`src/rtl/core/euq_pkg.sv`:
```
// Shared constants, types and arithmetic helpers of the Euler-to-quaternion pipeline.
`default_nettype none

package euq_pkg;

	// Datapath fraction bits and CORDIC iteration count (one pipeline stage per iteration).
	localparam int FRAC_BITS    = 14;
	localparam int CORDIC_STEPS = 16;

	localparam int ANG_FRAC = 30;
	localparam int ANG_W    = 34;
	localparam int DW       = FRAC_BITS + 4;
	localparam int TW       = DW + 18;
	localparam int OUT_FRAC = 14;
	localparam int OUT_ONE  = 16384;

	typedef logic signed [ANG_W-1:0] ang_t;
	typedef logic signed [DW-1:0]    fix_t;
	typedef logic signed [DW:0]      sum_t;

	localparam longint GAIN_Q30 = 64'sd652032874;
	localparam int     K_SHIFT  = ANG_FRAC - FRAC_BITS;
	localparam longint K_VAL    = (K_SHIFT > 0) ?
		((GAIN_Q30 + (64'sd1 <<< (K_SHIFT - 1))) >>> K_SHIFT) : GAIN_Q30;
	localparam fix_t K_INIT = fix_t'(K_VAL);

	localparam ang_t PI_Q30      = ang_t'(64'sd3373259426);
	localparam ang_t NEG_PI_Q30  = ang_t'(-64'sd3373259426);
	localparam ang_t HALF_PI_Q30 = ang_t'(64'sd1686629713);
	localparam ang_t NEG_HALF_PI = ang_t'(-64'sd1686629713);

	// atan(2^-i) with 30 fraction bits, truncated.
	localparam logic [31:0] ATAN_TAB [24] = '{
		32'h3243F6A8, 32'h1DAC6705, 32'h0FADBAFC, 32'h07F56EA6, 32'h03FEAB76, 32'h01FFD55B,
		32'h00FFFAAA, 32'h007FFF55, 32'h003FFFEA, 32'h001FFFFD, 32'h000FFFFF, 32'h0007FFFF,
		32'h0003FFFF, 32'h0001FFFF, 32'h0000FFFF, 32'h00007FFF, 32'h00003FFF, 32'h00001FFF,
		32'h00000FFF, 32'h000007FF, 32'h000003FF, 32'h000001FF, 32'h000000FF, 32'h0000007F
	};

	// Loose bound on the sine and cosine magnitude after the iterations.
	localparam fix_t TRIG_LIM = fix_t'((64'sd1 <<< FRAC_BITS) + 64'sd16);

	localparam logic signed [2*DW-1:0] PROD_HALF = (2*DW)'(1) <<< (FRAC_BITS - 1);

	localparam int OUT_RSH = (FRAC_BITS > OUT_FRAC) ? FRAC_BITS - OUT_FRAC : 0;
	localparam int OUT_LSH = (FRAC_BITS < OUT_FRAC) ? OUT_FRAC - FRAC_BITS : 0;
	localparam logic signed [TW-1:0] OUT_RADD = (OUT_RSH > 0) ?
		(TW'(1) <<< (OUT_RSH - 1)) : '0;
	localparam logic signed [TW-1:0] SAT_HI = TW'(OUT_ONE);
	localparam logic signed [TW-1:0] SAT_LO = -TW'(OUT_ONE);

	// Product of two fractions, rounded half up to the datapath format.
	function automatic fix_t fmul(input fix_t a, input fix_t b);
		logic signed [2*DW-1:0] p;
		p = a * b;
		p = p + PROD_HALF;
		return p[FRAC_BITS+DW-1:FRAC_BITS];
	endfunction

	// Conversion of a component to Q1.14 with saturation at plus or minus one.
	function automatic logic signed [15:0] to_out(input sum_t v);
		logic signed [TW-1:0] t;
		t = TW'(v);
		t = t + OUT_RADD;
		t = t >>> OUT_RSH;
		t = t <<< OUT_LSH;
		if (t > SAT_HI) begin
			t = SAT_HI;
		end else if (t < SAT_LO) begin
			t = SAT_LO;
		end
		return t[15:0];
	endfunction

endpackage

`default_nettype wire

```
`src/rtl/core/euq_cordic.sv`:
```
// Pipelined rotation-mode CORDIC giving sine and cosine of half an input angle.
`default_nettype none

module euq_cordic (
	input  wire logic                clk,
	input  wire logic                arst_n,
	input  wire logic                adv,
	input  wire logic                in_valid,
	input  wire logic signed [15:0]  angle,
	output logic                     out_valid,
	output euq_pkg::fix_t            sin_val,
	output euq_pkg::fix_t            cos_val
);

	localparam int N = euq_pkg::CORDIC_STEPS;

	logic [N+1:0] vld_s;

	euq_pkg::ang_t half_ang;
	euq_pkg::ang_t fold_ang;
	logic          fold_neg;

	euq_pkg::fix_t it_x_s   [0:N];
	euq_pkg::fix_t it_y_s   [0:N];
	euq_pkg::ang_t it_z_s   [0:N];
	logic          it_neg_s [0:N];

	euq_pkg::fix_t nx_x [1:N];
	euq_pkg::fix_t nx_y [1:N];
	euq_pkg::ang_t nx_z [1:N];

	euq_pkg::fix_t sin_s;
	euq_pkg::fix_t cos_s;

	// The angle code with 13 fraction bits, halved, has 30 fraction bits after a 16-bit shift.
	assign half_ang = {{(euq_pkg::ANG_W - 32){angle[15]}}, angle, 16'b0};

	// Half angles beyond a quarter turn are mirrored; the cosine changes sign.
	always_comb begin
		fold_ang = half_ang;
		fold_neg = 1'b0;
		if (half_ang > euq_pkg::HALF_PI_Q30) begin
			fold_ang = euq_pkg::PI_Q30 - half_ang;
			fold_neg = 1'b1;
		end else if (half_ang < euq_pkg::NEG_HALF_PI) begin
			fold_ang = euq_pkg::NEG_PI_Q30 - half_ang;
			fold_neg = 1'b1;
		end
	end

	always_comb begin
		for (int i = 0; i < N; i++) begin
			if (!it_z_s[i][euq_pkg::ANG_W-1]) begin
				nx_x[i+1] = it_x_s[i] - (it_y_s[i] >>> i);
				nx_y[i+1] = it_y_s[i] + (it_x_s[i] >>> i);
				nx_z[i+1] = it_z_s[i] - euq_pkg::ang_t'(euq_pkg::ATAN_TAB[i]);
			end else begin
				nx_x[i+1] = it_x_s[i] + (it_y_s[i] >>> i);
				nx_y[i+1] = it_y_s[i] - (it_x_s[i] >>> i);
				nx_z[i+1] = it_z_s[i] + euq_pkg::ang_t'(euq_pkg::ATAN_TAB[i]);
			end
		end
	end

	always_ff @(posedge clk or negedge arst_n) begin
		if (!arst_n) begin
			vld_s <= '0;
		end else if (adv) begin
			vld_s <= {vld_s[N:0], in_valid};
		end
	end

	always_ff @(posedge clk) begin
		if (adv) begin
			it_x_s[0]   <= euq_pkg::K_INIT;
			it_y_s[0]   <= '0;
			it_z_s[0]   <= fold_ang;
			it_neg_s[0] <= fold_neg;
			for (int i = 0; i < N; i++) begin
				it_x_s[i+1]   <= nx_x[i+1];
				it_y_s[i+1]   <= nx_y[i+1];
				it_z_s[i+1]   <= nx_z[i+1];
				it_neg_s[i+1] <= it_neg_s[i];
			end
			sin_s <= it_y_s[N];
			cos_s <= it_neg_s[N] ? -it_x_s[N] : it_x_s[N];
		end
	end

	assign out_valid = vld_s[N+1];
	assign sin_val   = sin_s;
	assign cos_val   = cos_s;

`ifndef SYNTHESIS
	a_fold_range: assert property (@(posedge clk) disable iff (!arst_n)
		vld_s[0] |-> (it_z_s[0] <= euq_pkg::HALF_PI_Q30 && it_z_s[0] >= euq_pkg::NEG_HALF_PI))
		else $error("folded half angle outside a quarter turn");

	a_sin_bound: assert property (@(posedge clk) disable iff (!arst_n)
		vld_s[N+1] |-> (sin_s <= euq_pkg::TRIG_LIM && sin_s >= -euq_pkg::TRIG_LIM))
		else $error("CORDIC sine beyond unit magnitude");

	a_cos_bound: assert property (@(posedge clk) disable iff (!arst_n)
		vld_s[N+1] |-> (cos_s <= euq_pkg::TRIG_LIM && cos_s >= -euq_pkg::TRIG_LIM))
		else $error("CORDIC cosine beyond unit magnitude");
`endif

endmodule

`default_nettype wire

```
`config.mk`:
```
export PLATFORM = sky130hd
export DESIGN_NAME = euq_cordic
export DESIGN_NICKNAME = d
export VERILOG_FILES = /design/src/rtl/core/euq_pkg.sv /design/src/rtl/core/euq_cordic.sv
export SDC_FILE = /design/constraint.sdc
export NUM_CORES = 2
export LEC_CHECK = 0
export ABC_AREA = 1
export BUFFER_PORTS_ARGS = -buffer_cell sky130_fd_sc_hd__buf_2
export CORE_MARGIN = 10
export CORE_UTILIZATION = 55
export CTS_CLUSTER_DIAMETER = 40
export DETAILED_ROUTE_END_ITERATION = 7
export PLACE_DENSITY = 0.68
export SKIP_LAST_GASP = 1
export SLEW_MARGIN = 30
export SYNTH_ARGS = -nofsm -noshare
export SYNTH_HDL_FRONTEND = slang
export SYNTH_SLANG_ARGS = --single-unit
```
`constraint.sdc`:
```
create_clock -name clk -period 4.8 [get_ports clk]
set_input_delay 0.48 -clock clk [delete_from_list [all_inputs] [get_ports clk]]
set_output_delay 0.48 -clock clk [all_outputs]
set_load 0.01 [all_outputs]
```
==> flow_summary.json <==
{
  "finalHoldViolCount": 0,
  "coreArea_um2": 183000,
  "die_h_um": 448,
  "io_buffers": 56,
  "max_slew_margin_pct": 36.3,
  "start_util_pct": 55.1,
  "drt_iter0_markers": 6524,
  "period_needed_ns": 3.59,
  "syn_inst": 14407,
  "status": "complete, no violations",
  "clkSlewWorstSetupHoldPaths_ns": 0.05,
  "finalWorstSetupSlack_ns": 1.21,
  "top_layer": "met4",
  "syn_area_um2": 101000,
  "critPathMaxFanout": 28,
  "fin_skew_ns": 0.0507,
  "seq_area_frac_synth_pct": 32.3,
  "cpMostUsedCell": "nand2_1",
  "htreeDepth": 4,
  "yosys.cell_types.count": 56,
  "ys_dominant_reg_cell": "edfxtp_1",
  "nets": 15765,
  "dr.pass1.iters": 6,
  "setup_viol": 0,
  "fin_crit_sh_pct": 74.8,
  "cts_buffers": 193,
  "synthToLayoutAreaGrowth_pct": 10.3,
  "grt_first_pass_wirelength_mm": 441,
  "drv_cap": 0,
  "grt-ovfl-total": 0,
  "avgSynthCellArea_um2": 6.99,
  "dp_hpwl_mm": 227,
  "met2_length_mm": 131,
  "slew_violations": 0,
  "slowest_stage": "clkinv_1",
  "crit_family": "buffers and inverters",
  "avgViaCountPerCell": 5.33,
  "crit_arrival_ns": 4.16,
  "clkSinkCount": 1088,
  "post-place-ws_ns": 1.43,
  "grt_pass1_vias": 86777,
  "yosysWarnings": 0,
  "layout_commonest_cell": "nand2_1",
  "clk_latency_ns": 0.85,
  "worstSetupStartpointType": "flip-flop",
  "clk_path_buf_depth": 3,
  "drc": 0,
  "cp-end-kind": "flip-flop",
  "ioPinCount": 57,
  "cts_setup_buffers": 0,
  "cts_root_buffer": "clkbuf_16",
  "wirelength_met1_mm": 123,
  "crit_buf_inv": 4,
  "grtUsageTotal_pct": 26.8,
  "antenna_cells": 0,
  "antenna_left": 0,
  "crit_chain": "buf_4 -> clkinv_1 -> o21ai_0 -> nand2_1 -> ha_1 -> nand3_1 -> nand2_1 -> a21oi_1 -> inv_1 -> a21oi_1 -> inv_1 -> nand2_1 -> nand2_1",
  "drive_gt1_share_pct": 3.33,
  "synth_edf_count": 1070,
  "vias": 91773,
  "clock.fmax_mhz": 278,
  "synthArstFlopShare_pct": 1.65,
  "required_ns": 5.37,
  "detail_route.wl_per_cell_um": 16.1,
  "die_w_um": 448,
  "critical_path_class": "flip-flop to flip-flop",
  "wl_met3_mm": 13.4,
  "max_stage_delay_ns": 0.77,
  "dieArea_um2": 201000,
  "rows": 157,
  "fin_setup_tns_ns": 0,
  "antenna_found_initial": 1,
  "finalWirelength_mm": 277,
  "min_path_type": "input pin to flip-flop",
  "gp_congestion": 0.961,
  "tritoncts": "done",
  "worstMarginPinSlew_ns": 0.955,
  "layout_common_cells": "nand2_1, inv_1, nor2_1, edfxtp_1, ha_1",
  "ys_ff_latch": 1088,
  "rsz0062_at_grt": "no",
  "grt_max_degree": 95
}
[registers in the layout (all words and copies together) (netlist names)]
register and flops:
cos_val 18, it_neg_s 17, it_x_s 269, it_y_s 269
it_z_s 479, sin_val 18, vld_s 18
[final timing paths]
path,start,endpoint,slack (ns),depth (start not counted)
min in group asynchronous,arst_n,vld_s[14]$_DFFE_PN0P_,0.14,2
max in group asynchronous,arst_n,vld_s[9]$_DFFE_PN0P_,4.32,2
worst min register to register,it_neg_s[0][15]$_DFFE_PP_,it_neg_s[0][16]$_DFFE_PP_,0.42,0
worst max register to register,it_z_s[0][509]$_DFFE_PP_,it_y_s[15][10]$_DFFE_PP_,1.21,13
worst max-delay path,it_z_s[0][509]$_DFFE_PP_,it_y_s[15][10]$_DFFE_PP_,1.21,13
worst min-delay path,angle[9],it_z_s[0][25]$_DFFE_PP_,0.06,3
[stage by stage]
stage / util (%) / hold WS (ns) / cells / cell area [um^2]
floorplan: - / 0.184 / 14410 / 101000
finish: 60.8 / 0.0638 / 17234 / 111000
global placement: 57.2 / 0.402 / 16861 / 104000
detailed placement: 57.2 / 0.405 / 16861 / 104000
CTS: 60.8 / 0.00399 / 17234 / 111000
global route: 60.8 / 0.0428 / 17234 / 111000
[Yosys cell counts, drive strengths merged (4+ instances only)]
master	number	area, um^2
fa	42	841
o21ai	292	1470
buf	26	153
nand3b	15	113
ha	1022	12800
o21bai	93	698
nor3	172	877
nor2	1267	4770
a21o	127	953
edfxtp	1070	32100
a21boi	14	105
or2	19	119
dfrtp	18	450
clkbuf	26	98.8
inv	2516	9450
nand2b	5	31.3
nand3	994	4980
xnor2	119	1050
o21a	36	270
o211ai	4	30.0
xor2	606	5310
o31ai	28	210
nor4	10	62.6
nand2	4790	18000
and2	29	181
a21oi	867	4340
nand4	154	963
a31oi	28	175
a211oi	4	30.0
[cell type report]
class | instances | area [um^2]
Timing Repair Buffer | 128 | 1040
Fill cell | 16967 | 71600
Multi-Input combinational cell | 10752 | 58500
Clock inverter | 154 | 1650
Sequential cell | 1088 | 32600
Inverter | 2518 | 9460
Clock buffer | 209 | 4940
Tap cell | 2385 | 2980
[cells by family after synthesis]
| family | share of synthesized area, % |
|---|---|
| buffers and inverters | 9.63 |
| other | 0.00745 |
| xor gates and xnor gates | 6.31 |
| muxes | 0.0224 |
| and+or+nand+nor | 29.9 |
| DFF | 32.3 |
| AOI/OAI and AO/OA | 8.26 |
| adders and majority gates | 13.5 |
[worst reg2reg max path: stages (launching register included)]
cell and delay (ns):
edfxtp_1 0.31, buf_4 0.27, clkinv_1 0.78, o21ai_0 0.40, nand2_1 0.11, ha_1 0.36, nand3_1 0.11, nand2_1 0.10
a21oi_1 0.34, inv_1 0.10, a21oi_1 0.22, inv_1 0.08, nand2_1 0.07, nand2_1 0.07
[per-layer routing]
layer / global-route usage (%) / vias up
met5: 0 / -
met1: 34.8 / 41874
li1: - / 47056
met2: 46.4 / 2314
met3: 2.87 / 529
met4: 9.63 / 0
[what timing repair did]
action                    4_1_cts  5_1_grt
hold buffers                   10        0
hold endpoints to repair       27        0
resized for setup               0        0
Power is left out: the tool's default activity adds up to more than one toggle a clock period on the data nets, which glitch-free logic cannot reach.
